`src/rtl/core/mhlp_pkg.sv`:
```
// Shared constants, types and command/status structs of the mail header line parser.
`default_nettype none
package mhlp_pkg;

  // Default depth of the interior whitespace gap store
  localparam int unsigned GAP_DEPTH_DEF = 16;

  // Special byte values
  localparam logic [7:0] BYTE_NL    = 8'd10;
  localparam logic [7:0] BYTE_NUL   = 8'd0;
  localparam logic [7:0] BYTE_COLON = 8'd58;
  localparam logic [7:0] BYTE_SPACE = 8'd32;

  // Result kinds
  localparam logic [1:0] KIND_NAME = 2'd0;
  localparam logic [1:0] KIND_BODY = 2'd1;
  localparam logic [1:0] KIND_END  = 2'd2;

  // Line end status codes
  localparam logic [1:0] STAT_NEW    = 2'd0;
  localparam logic [1:0] STAT_MORE   = 2'd1;
  localparam logic [1:0] STAT_EOH    = 2'd2;
  localparam logic [1:0] STAT_NONAME = 2'd3;

  // Source of the byte loaded into the result register
  typedef enum logic [2:0] {
    SRC_INPUT,
    SRC_SPACE,
    SRC_CHAR,
    SRC_GAP,
    SRC_ZERO
  } src_e;

  // Commands from the controller to the datapath
  typedef struct packed {
    logic       load_out;    // load the result register
    src_e       out_src;
    logic [1:0] out_kind;
    logic [1:0] out_status;
    logic       out_last;
    logic       char_capture; // hold the input byte for later
    logic       gap_push;     // buffer a whitespace byte or flag overflow
    logic       flush_start;  // read gap entry zero
    logic       flush_next;   // read the following gap entry
    logic       gap_reset;    // empty the gap store
    logic       line_clear;   // empty gap store and clear overflow flag
  } cmd_t;

  // Status from the datapath to the controller
  typedef struct packed {
    logic is_ws;
    logic is_eol;
    logic is_colon;
    logic gap_empty;
    logic flush_last;
    logic out_free;
  } sts_t;

  // Whitespace: tab through carriage return, and space
  function automatic logic is_ws(input logic [7:0] c);
    return (c == BYTE_SPACE) || ((c >= 8'd9) && (c <= 8'd13));
  endfunction

endpackage
`default_nettype wire

```
`src/rtl/core/mail_header_line_parser.sv`:
```
// Top level of the mail header line parser: controller plus datapath.
// Takes one header text byte per request and emits name bytes, contents bytes and one
// line end status per line. A name byte after a folded whitespace run comes after a
// single space, and a contents byte after the interior whitespace bytes it releases,
// as the gap store has one registered read port that is drained one entry per cycle,
// while the output is not stalled, through the single result register. Whitespace beyond
// GAP_DEPTH bytes in one interior run is dropped and flagged on the line end result.
`default_nettype none
module mail_header_line_parser #(
  parameter int unsigned GAP_DEPTH = mhlp_pkg::GAP_DEPTH_DEF
) (
  input  wire logic       clk_i,
  input  wire logic       rst_ni,
  input  wire logic       in_valid_i,
  output logic            in_stall_o,
  input  wire logic [7:0] text_byte_i,
  output logic            out_valid_o,
  input  wire logic       out_stall_i,
  output logic [1:0]      item_kind_o,
  output logic [7:0]      byte_value_o,
  output logic [1:0]      line_status_o,
  output logic            gap_overflow_o,
  output logic            last_of_run_o
);

  mhlp_pkg::cmd_t cmd;
  mhlp_pkg::sts_t sts;

  mhlp_ctrl u_ctrl (
    .clk_i      (clk_i),
    .rst_ni     (rst_ni),
    .in_valid_i (in_valid_i),
    .in_stall_o (in_stall_o),
    .sts_i      (sts),
    .cmd_o      (cmd)
  );

  mhlp_datapath #(
    .GAP_DEPTH (GAP_DEPTH)
  ) u_dp (
    .clk_i          (clk_i),
    .rst_ni         (rst_ni),
    .text_byte_i    (text_byte_i),
    .cmd_i          (cmd),
    .sts_o          (sts),
    .out_valid_o    (out_valid_o),
    .out_stall_i    (out_stall_i),
    .item_kind_o    (item_kind_o),
    .byte_value_o   (byte_value_o),
    .line_status_o  (line_status_o),
    .gap_overflow_o (gap_overflow_o),
    .last_of_run_o  (last_of_run_o)
  );

endmodule
`default_nettype wire

```
`src/rtl/core/mhlp_datapath.sv`:
```
// Datapath: byte classification, gap store, held byte and result register.
`default_nettype none
module mhlp_datapath #(
  parameter int unsigned GAP_DEPTH = mhlp_pkg::GAP_DEPTH_DEF
) (
  input  wire logic          clk_i,
  input  wire logic          rst_ni,
  input  wire logic [7:0]    text_byte_i,
  input  wire mhlp_pkg::cmd_t cmd_i,
  output mhlp_pkg::sts_t     sts_o,
  output logic               out_valid_o,
  input  wire logic          out_stall_i,
  output logic [1:0]         item_kind_o,
  output logic [7:0]         byte_value_o,
  output logic [1:0]         line_status_o,
  output logic               gap_overflow_o,
  output logic               last_of_run_o
);

  localparam int unsigned CW = $clog2(GAP_DEPTH + 1);
  localparam int unsigned GW = (GAP_DEPTH > 1) ? $clog2(GAP_DEPTH) : 1;

  logic [7:0]    gap_mem [GAP_DEPTH];
  logic [CW-1:0] gap_cnt_q;
  logic [GW-1:0] rd_idx_q;
  logic [7:0]    rd_data_q;
  logic [7:0]    char_q;
  logic          ovf_q;
  logic          gap_full;
  logic [GW-1:0] idx_nxt;
  logic [7:0]    out_byte;

  logic          out_valid_q;
  logic [1:0]    kind_q;
  logic [7:0]    byte_q;
  logic [1:0]    status_q;
  logic          ovf_out_q;
  logic          last_q;

  assign gap_full = (gap_cnt_q == CW'(GAP_DEPTH));
  assign idx_nxt  = rd_idx_q + GW'(1);

  // Report classification and progress
  always_comb begin
    sts_o.is_ws      = mhlp_pkg::is_ws(text_byte_i);
    sts_o.is_eol     = (text_byte_i == mhlp_pkg::BYTE_NL) || (text_byte_i == mhlp_pkg::BYTE_NUL);
    sts_o.is_colon   = (text_byte_i == mhlp_pkg::BYTE_COLON);
    sts_o.gap_empty  = (gap_cnt_q == '0);
    sts_o.flush_last = ((CW'(rd_idx_q) + CW'(1)) == gap_cnt_q);
    sts_o.out_free   = !out_valid_q || !out_stall_i;
  end

  // Write and read the gap store
  always_ff @(posedge clk_i) begin
    if (cmd_i.gap_push && !gap_full) begin
      gap_mem[gap_cnt_q[GW-1:0]] <= text_byte_i;
    end
    if (cmd_i.flush_start) begin
      rd_data_q <= gap_mem[0];
    end else if (cmd_i.flush_next) begin
      rd_data_q <= gap_mem[idx_nxt];
    end
  end

  // Track fill count, read index and overflow flag
  always_ff @(posedge clk_i or negedge rst_ni) begin
    if (!rst_ni) begin
      gap_cnt_q <= '0;
      rd_idx_q  <= '0;
      ovf_q     <= 1'b0;
    end else begin
      if (cmd_i.line_clear || cmd_i.gap_reset) begin
        gap_cnt_q <= '0;
      end else if (cmd_i.gap_push && !gap_full) begin
        gap_cnt_q <= gap_cnt_q + CW'(1);
      end
      if (cmd_i.line_clear) begin
        ovf_q <= 1'b0;
      end else if (cmd_i.gap_push && gap_full) begin
        ovf_q <= 1'b1;
      end
      if (cmd_i.flush_start) begin
        rd_idx_q <= '0;
      end else if (cmd_i.flush_next) begin
        rd_idx_q <= idx_nxt;
      end
    end
  end

  // Hold the byte that follows a folded space or a gap flush
  always_ff @(posedge clk_i) begin
    if (cmd_i.char_capture) begin
      char_q <= text_byte_i;
    end
  end

  // Pick the result byte
  always_comb begin
    case (cmd_i.out_src)
      mhlp_pkg::SRC_INPUT: out_byte = text_byte_i;
      mhlp_pkg::SRC_SPACE: out_byte = mhlp_pkg::BYTE_SPACE;
      mhlp_pkg::SRC_CHAR:  out_byte = char_q;
      mhlp_pkg::SRC_GAP:   out_byte = rd_data_q;
      default:             out_byte = 8'd0;
    endcase
  end

  // Result register valid flag
  always_ff @(posedge clk_i or negedge rst_ni) begin
    if (!rst_ni) begin
      out_valid_q <= 1'b0;
    end else if (cmd_i.load_out) begin
      out_valid_q <= 1'b1;
    end else if (!out_stall_i) begin
      out_valid_q <= 1'b0;
    end
  end

  // Result register payload
  always_ff @(posedge clk_i) begin
    if (cmd_i.load_out) begin
      kind_q    <= cmd_i.out_kind;
      byte_q    <= out_byte;
      status_q  <= cmd_i.out_status;
      ovf_out_q <= (cmd_i.out_kind == mhlp_pkg::KIND_END) ? ovf_q : 1'b0;
      last_q    <= cmd_i.out_last;
    end
  end

  assign out_valid_o    = out_valid_q;
  assign item_kind_o    = kind_q;
  assign byte_value_o   = byte_q;
  assign line_status_o  = status_q;
  assign gap_overflow_o = ovf_out_q;
  assign last_of_run_o  = last_q;

endmodule
`default_nettype wire

```
`src/rtl/core/mhlp_ctrl.sv`:
```
// Controller: line phase state machine and result sequencing.
`default_nettype none
module mhlp_ctrl (
  input  wire logic           clk_i,
  input  wire logic           rst_ni,
  input  wire logic           in_valid_i,
  output logic                in_stall_o,
  input  wire mhlp_pkg::sts_t sts_i,
  output mhlp_pkg::cmd_t      cmd_o
);

  localparam logic [2:0] ST_START     = 3'd0;
  localparam logic [2:0] ST_NAME      = 3'd1;
  localparam logic [2:0] ST_SKIP      = 3'd2;
  localparam logic [2:0] ST_BODY      = 3'd3;
  localparam logic [2:0] ST_NAME_CHAR = 3'd4;
  localparam logic [2:0] ST_FLUSH     = 3'd5;
  localparam logic [2:0] ST_BODY_CHAR = 3'd6;

  logic [2:0] state_q, state_d;
  logic       cont_q, cont_d;
  logic       pend_q, pend_d;
  logic       idle;
  logic       accept;

  assign idle       = (state_q == ST_START) || (state_q == ST_NAME) ||
                      (state_q == ST_SKIP)  || (state_q == ST_BODY);
  assign in_stall_o = !(idle && sts_i.out_free);
  assign accept     = in_valid_i && idle && sts_i.out_free;

  // Decide the next phase and datapath commands
  always_comb begin
    state_d = state_q;
    cont_d  = cont_q;
    pend_d  = pend_q;
    cmd_o   = '0;
    cmd_o.out_src    = mhlp_pkg::SRC_INPUT;
    cmd_o.out_kind   = mhlp_pkg::KIND_NAME;
    cmd_o.out_status = mhlp_pkg::STAT_NEW;
    case (state_q)
      ST_START: begin
        if (accept) begin
          if (sts_i.is_eol) begin
            cmd_o.load_out   = 1'b1;
            cmd_o.out_src    = mhlp_pkg::SRC_ZERO;
            cmd_o.out_kind   = mhlp_pkg::KIND_END;
            cmd_o.out_status = mhlp_pkg::STAT_EOH;
            cmd_o.out_last   = 1'b1;
            cmd_o.line_clear = 1'b1;
            cont_d  = 1'b0;
            pend_d  = 1'b0;
          end else if (sts_i.is_ws) begin
            cont_d  = 1'b1;
            state_d = ST_SKIP;
          end else if (sts_i.is_colon) begin
            state_d = ST_SKIP;
          end else begin
            cmd_o.load_out = 1'b1;
            cmd_o.out_last = 1'b1;
            state_d = ST_NAME;
          end
        end
      end
      ST_NAME: begin
        if (accept) begin
          if (sts_i.is_eol) begin
            cmd_o.load_out   = 1'b1;
            cmd_o.out_src    = mhlp_pkg::SRC_ZERO;
            cmd_o.out_kind   = mhlp_pkg::KIND_END;
            cmd_o.out_status = mhlp_pkg::STAT_NONAME;
            cmd_o.out_last   = 1'b1;
            cmd_o.line_clear = 1'b1;
            cont_d  = 1'b0;
            pend_d  = 1'b0;
            state_d = ST_START;
          end else if (sts_i.is_colon) begin
            pend_d  = 1'b0;
            state_d = ST_SKIP;
          end else if (sts_i.is_ws) begin
            pend_d = 1'b1;
          end else if (pend_q) begin
            // Emit the folded space now, the byte from ST_NAME_CHAR once the output is free
            cmd_o.load_out     = 1'b1;
            cmd_o.out_src      = mhlp_pkg::SRC_SPACE;
            cmd_o.char_capture = 1'b1;
            pend_d  = 1'b0;
            state_d = ST_NAME_CHAR;
          end else begin
            cmd_o.load_out = 1'b1;
            cmd_o.out_last = 1'b1;
          end
        end
      end
      ST_SKIP: begin
        if (accept) begin
          if (sts_i.is_eol) begin
            cmd_o.load_out   = 1'b1;
            cmd_o.out_src    = mhlp_pkg::SRC_ZERO;
            cmd_o.out_kind   = mhlp_pkg::KIND_END;
            cmd_o.out_status = cont_q ? mhlp_pkg::STAT_EOH : mhlp_pkg::STAT_NEW;
            cmd_o.out_last   = 1'b1;
            cmd_o.line_clear = 1'b1;
            cont_d  = 1'b0;
            pend_d  = 1'b0;
            state_d = ST_START;
          end else if (!sts_i.is_ws) begin
            cmd_o.load_out = 1'b1;
            cmd_o.out_kind = mhlp_pkg::KIND_BODY;
            cmd_o.out_last = 1'b1;
            state_d = ST_BODY;
          end
        end
      end
      ST_BODY: begin
        if (accept) begin
          if (sts_i.is_eol) begin
            cmd_o.load_out   = 1'b1;
            cmd_o.out_src    = mhlp_pkg::SRC_ZERO;
            cmd_o.out_kind   = mhlp_pkg::KIND_END;
            cmd_o.out_status = cont_q ? mhlp_pkg::STAT_MORE : mhlp_pkg::STAT_NEW;
            cmd_o.out_last   = 1'b1;
            cmd_o.line_clear = 1'b1;
            cont_d  = 1'b0;
            pend_d  = 1'b0;
            state_d = ST_START;
          end else if (sts_i.is_ws) begin
            cmd_o.gap_push = 1'b1;
          end else if (sts_i.gap_empty) begin
            cmd_o.load_out = 1'b1;
            cmd_o.out_kind = mhlp_pkg::KIND_BODY;
            cmd_o.out_last = 1'b1;
          end else begin
            // Release the held whitespace ahead of this byte
            cmd_o.char_capture = 1'b1;
            cmd_o.flush_start  = 1'b1;
            state_d = ST_FLUSH;
          end
        end
      end
      ST_FLUSH: begin
        if (sts_i.out_free) begin
          cmd_o.load_out = 1'b1;
          cmd_o.out_src  = mhlp_pkg::SRC_GAP;
          cmd_o.out_kind = mhlp_pkg::KIND_BODY;
          if (sts_i.flush_last) begin
            cmd_o.gap_reset = 1'b1;
            state_d = ST_BODY_CHAR;
          end else begin
            cmd_o.flush_next = 1'b1;
          end
        end
      end
      ST_NAME_CHAR: begin
        if (sts_i.out_free) begin
          cmd_o.load_out = 1'b1;
          cmd_o.out_src  = mhlp_pkg::SRC_CHAR;
          cmd_o.out_last = 1'b1;
          state_d = ST_NAME;
        end
      end
      ST_BODY_CHAR: begin
        if (sts_i.out_free) begin
          cmd_o.load_out = 1'b1;
          cmd_o.out_src  = mhlp_pkg::SRC_CHAR;
          cmd_o.out_kind = mhlp_pkg::KIND_BODY;
          cmd_o.out_last = 1'b1;
          state_d = ST_BODY;
        end
      end
      default: begin
        state_d = ST_START;
      end
    endcase
  end

  // Advance the state
  always_ff @(posedge clk_i or negedge rst_ni) begin
    if (!rst_ni) begin
      state_q <= ST_START;
      cont_q  <= 1'b0;
      pend_q  <= 1'b0;
    end else begin
      state_q <= state_d;
      cont_q  <= cont_d;
      pend_q  <= pend_d;
    end
  end

endmodule
`default_nettype wire

```
`config.mk`:
```
export PLATFORM = sky130hd
export DESIGN_NAME = mail_header_line_parser
export DESIGN_NICKNAME = d
export VERILOG_FILES = /design/src/rtl/core/mhlp_pkg.sv /design/src/rtl/core/mail_header_line_parser.sv /design/src/rtl/core/mhlp_datapath.sv /design/src/rtl/core/mhlp_ctrl.sv
export SDC_FILE = /design/constraint.sdc
export NUM_CORES = 1
export LEC_CHECK = 0
export ABC_AREA = 1
export BUFFER_PORTS_ARGS = -buffer_cell sky130_fd_sc_hd__clkbuf_2
export CAP_MARGIN = 40
export CORE_ASPECT_RATIO = 2
export CORE_MARGIN = 3
export CORE_UTILIZATION = 45
export CTS_BUF_LIST = sky130_fd_sc_hd__clkbuf_16
export DETAILED_ROUTE_END_ITERATION = 16
export PLACE_DENSITY = 0.7
export SYNTH_ARGS = -nofsm -noshare
export SYNTH_HDL_FRONTEND = slang
export SYNTH_HIERARCHICAL = 1
export SYNTH_SLANG_ARGS = --single-unit
```
`constraint.sdc`:
```
create_clock -name clk_i -period 2.4 [get_ports clk_i]
set_input_delay 0.12 -clock clk_i [delete_from_list [all_inputs] [get_ports clk_i]]
set_output_delay 0.12 -clock clk_i [all_outputs]
set_load 0.05 [all_outputs]
```
==> flow_metrics.py <==
metrics = {
    "detailed_routing": {
        "detailroute.via_count": 6188,
        "antenna_left": 0,
        "wl_per_cell_um": 19.3,
        "drtIter0Drc": 447,
        "remaining_drc_errors": 0,
        "finalWirelength_mm": 22.3,
        "drtPass1Iterations": 5,
        "drt-vias-per-instance": 5.35,
    },
    "synth": {
        "ys_seq_area_share_pct": 62.2,
        "synth_cell_type_count": 42,
        "synth-seq-cells": 174,
        "synth_ff_type": "edfxtp_1",
        "synth_nets": 876,
        "syn_inst": 859,
        "synthArstFlopShare_pct": 9.20,
        "synth_area_um2": 8270,
        "yosys_warnings": 6,
        "syn_area_per_cell_um2": 9.63,
        "synth_edf_count": 158,
    },
    "setup_path": {
        "crit_type": "flop to flop",
        "reg2regPathDepth": 10,
        "crit_family": "simple AND/OR/NAND/NOR gates",
        "worstPathRequired_ns": 2.59,
        "worstPathBufferInverterCount": 3,
        "path_cells": "ha_1, inv_2, nand2_1, a22oi_2, nand3_1, nor3_2, nor2_1, inv_1, nand2_1, buf_4",
        "critPathCaptureType": "flop",
        "rrSetupSlack_ns": 0.17,
        "reg2reg_from": "u_dp/rd_idx_q[1]",
        "cp-start-kind": "flop",
        "crit_path_frequent_cell": "nand2_1",
        "cp_slowest_cell": "dfrtp_1",
        "r2r-end": "u_dp/rd_data_q[3]",
        "critPathMaxStageDelay_ns": 0.44,
        "crit_arrival_ns": 2.41,
        "cp_max_fo": 8,
    },
    "grt": {
        "grt_pass1_wl_mm": 33.9,
        "grt_max_degree": 67,
        "antenna_found_initial": 0,
        "overflow": 0,
        "grt_usage_pct": 23.4,
        "grt_pass1_vias": 6215,
    },
    "final_layout": {
        "final_cell_area_um2": 9570,
        "num_antenna_cells": 0,
        "nets": 947,
        "layout-drive-gt1-share_pct": 16.3,
        "area_growth_syn_to_layout_pct": 15.7,
    },
    "timing": {
        "holdWs_ns": 0.0901,
        "relSlewSlack_pct": 71.6,
        "min_period_ns": 2.23,
        "maxSlewViolCount": 0,
        "clock_skew_ns": 0.00906,
        "fin_crit_sh_pct": 92.9,
        "report.final.setup_viol": 0,
        "fmax_ghz": 0.449,
        "hold_viol": 0,
        "rsz0062_at_grt": "no",
        "tightest_slew_ns": 0.426,
    },
    "clock_network": {
        "clock_path_buffers": 2,
        "tritoncts": "built",
        "cts_sinks": 174,
        "path_clk_slew_ns": 0.06,
        "clock_latency_ns": 0.42,
        "cts.repair_timing.setup_buffer_count": 0,
        "cts_root_buffer": "clkbuf_16",
        "cts-buffers-inserted": 17,
        "htreeDepth": 4,
    },
    "placement": {
        "dpl_cell_area_um2": 8920,
        "place.port_buffers": 27,
        "gp_congestion": 0.940,
        "place_hpwl_mm": 16.3,
    },
    "power": {
        "clock_power_share_pct": 24.2,
        "vdd_drop_max_mv": 1.04,
        "leakagePower_nw": 4.21,
        "switching_share_pct": 41.5,
        "powerDensity_nw_per_um2": 1210,
        "p_comb_share_pct": 42.3,
        "pwr-share-seq_pct": 33.5,
        "p_sw_mw": 4.82,
        "p_int_mw": 6.78,
    },
    "min_path": {
        "holdCritPathClass": "input port to flop",
        "hold_path_end": "u_dp/gap_mem[0][3]",
        "hold_depth": 2,
        "holdCritStartpoint": "text_byte_i[3]",
    },
    "floorplan": {
        "die_w_um": 102,
        "die_y_um": 198,
        "coreArea_um2": 17900,
        "initial_core_util_pct": 46.3,
        "dieArea_um2": 20100,
        "rows": 69,
        "io-pin-count": 28,
    },
    "status": {
        "status": "complete, no violations",
    },
    "run": {
        "cap_violations": 0,
    },
}
-- sequential cells by signal (all words and copies together), names as in the netlist --
register and flops:
u_dp/gap_overflow_o 1, u_dp/rd_data_q 8, u_dp/last_of_run_o 1, u_dp/line_status_o 2, u_ctrl/state_q 3, u_dp/byte_value_o 8, u_ctrl/pend_q 1, u_dp/item_kind_o 2
u_dp/rd_idx_q 4, u_dp/gap_cnt_q 5, u_dp/out_valid_o 1, u_ctrl/cont_q 1, u_dp/gap_mem 128, u_dp/char_q 8, u_dp/ovf_q 1
-- what timing repair did --
| item | 4_1_cts | 5_1_grt |
|---|---|---|
| hold endpoints to repair | 17 | 0 |
| hold buffers | 2 | 0 |
| gates resized for setup | 0 | 4 |
| setup endpoints to repair | 0 | 97 |
-- power groups by stage --
stage          registers [mW]  logic [mW]  clock network [mW]
2_1_floorplan            4.37        2.93                   0
3_3_place_gp             3.95        4.80                   0
3_5_place_dp             3.95        4.83                   0
4_1_cts                  3.88        4.86                2.85
5_1_grt                  3.91        5.34                2.96
6_report                 3.89        4.90                2.81
-- layer usage --
metal,wire length [µm],global-route usage (%),vias to the layer above
met5,0,0,-
met4,1850,17.9,0
met3,892,3.77,89
met2,12500,43.6,260
met1,7090,21.6,2910
li1,-,-,2929
-- worst max path at each step --
stage                          start                  end  slack [ns]  cells past startpoint
floorplan           u_dp/out_valid_o   u_dp/gap_mem[4][0]       -0.09                      5
global route        u_dp/rd_idx_q[0]    u_dp/gap_cnt_q[4]        0.04                     10
CTS                 u_dp/out_valid_o  u_dp/gap_mem[11][1]        0.08                      9
detailed placement    text_byte_i[6]  u_dp/gap_mem[11][4]       -0.13                     14
global placement      text_byte_i[6]  u_dp/gap_mem[11][4]       -0.09                     14
finish              u_dp/rd_idx_q[1]    u_dp/rd_data_q[3]        0.17                     10
-- through the flow --
| stage | TNS, ns | std cells | total power, mW | util, % | setup WS (ns) |
|---|---|---|---|---|---|
| after floorplan | -4.78 | 859 | 7.30 | - | -0.0878 |
| after global placement | -5.49 | 1122 | 8.75 | 49.9 | -0.0883 |
| after detailed placement | -8.79 | 1122 | 8.78 | 49.9 | -0.126 |
| after CTS | 0 | 1156 | 11.6 | 53.5 | 0.0825 |
| after global routing | 0 | 1156 | 12.2 | 53.6 | 0.0432 |
| final | 0 | 1156 | 11.6 | 53.6 | 0.171 |
-- placed cells by master (no fill, tap or decap), types with 2 or more instances in the layout --
| cell type | instances |
|---|---|
| inv_1 | 132 |
| dfrtp_1 | 15 |
| nand3_1 | 124 |
| edfxtp_1 | 158 |
| clkinv_4 | 4 |
| o21ai_1 | 5 |
| o22ai_1 | 2 |
| nand3_4 | 2 |
| dlygate4sd3_1 | 2 |
| clkbuf_16 | 17 |
| nor3_1 | 9 |
| inv_2 | 5 |
| clkinvlp_4 | 4 |
| o21ai_0 | 6 |
| nand2_1 | 275 |
| buf_12 | 2 |
| inv_6 | 3 |
| nor2_2 | 10 |
| xor2_1 | 2 |
| buf_4 | 52 |
| nand2_2 | 4 |
| bufinv_16 | 3 |
| a21oi_1 | 10 |
| ha_1 | 5 |
| nor2_1 | 32 |
| nand3_2 | 9 |
| nand4_1 | 2 |
| xor2_2 | 2 |
| clkbuf_2 | 27 |
| o211ai_1 | 2 |
-- area by class of cell --
type	count	area [µm²]
clock buffers	17	425
clock inverters	15	186
fillers	1486	8300
inverters	138	520
multi-input cells	516	2440
flip-flops and latches	174	5150
well taps	213	267
repair buffers	83	586
-- Yosys cell counts, drive strengths merged, types with 2 or more instances --
cell / count / area (µm²)
a21oi: 10 / 50.1
buf: 23 / 153
clkbuf: 8 / 40.0
dfrtp: 16 / 400
edfxtp: 158 / 4740
ha: 5 / 62.6
inv: 138 / 521
nand2: 280 / 1070
nand3: 135 / 746
nand4: 2 / 12.5
nor2: 44 / 201
nor3: 10 / 50.1
o211ai: 2 / 15.0
o21ai: 11 / 55.1
o22ai: 2 / 12.5
xnor2: 2 / 25.0
xor2: 4 / 50.1
-- logic make-up (layout without fill, tap and decap cells) --
group                      after synthesis  count (layout)  share of synthesized area, %
adders and majority gates                5               5                         0.756
buffers and inverters                  169             253                          8.62
xor gates and xnor gates                 6               6                         0.908
and+or+nand+nor                        473             473                          25.3
DFF                                    174             174                          62.2
AOI/OAI and AO/OA                       32              32                          2.24
Power figures use the tool's default switching activity.
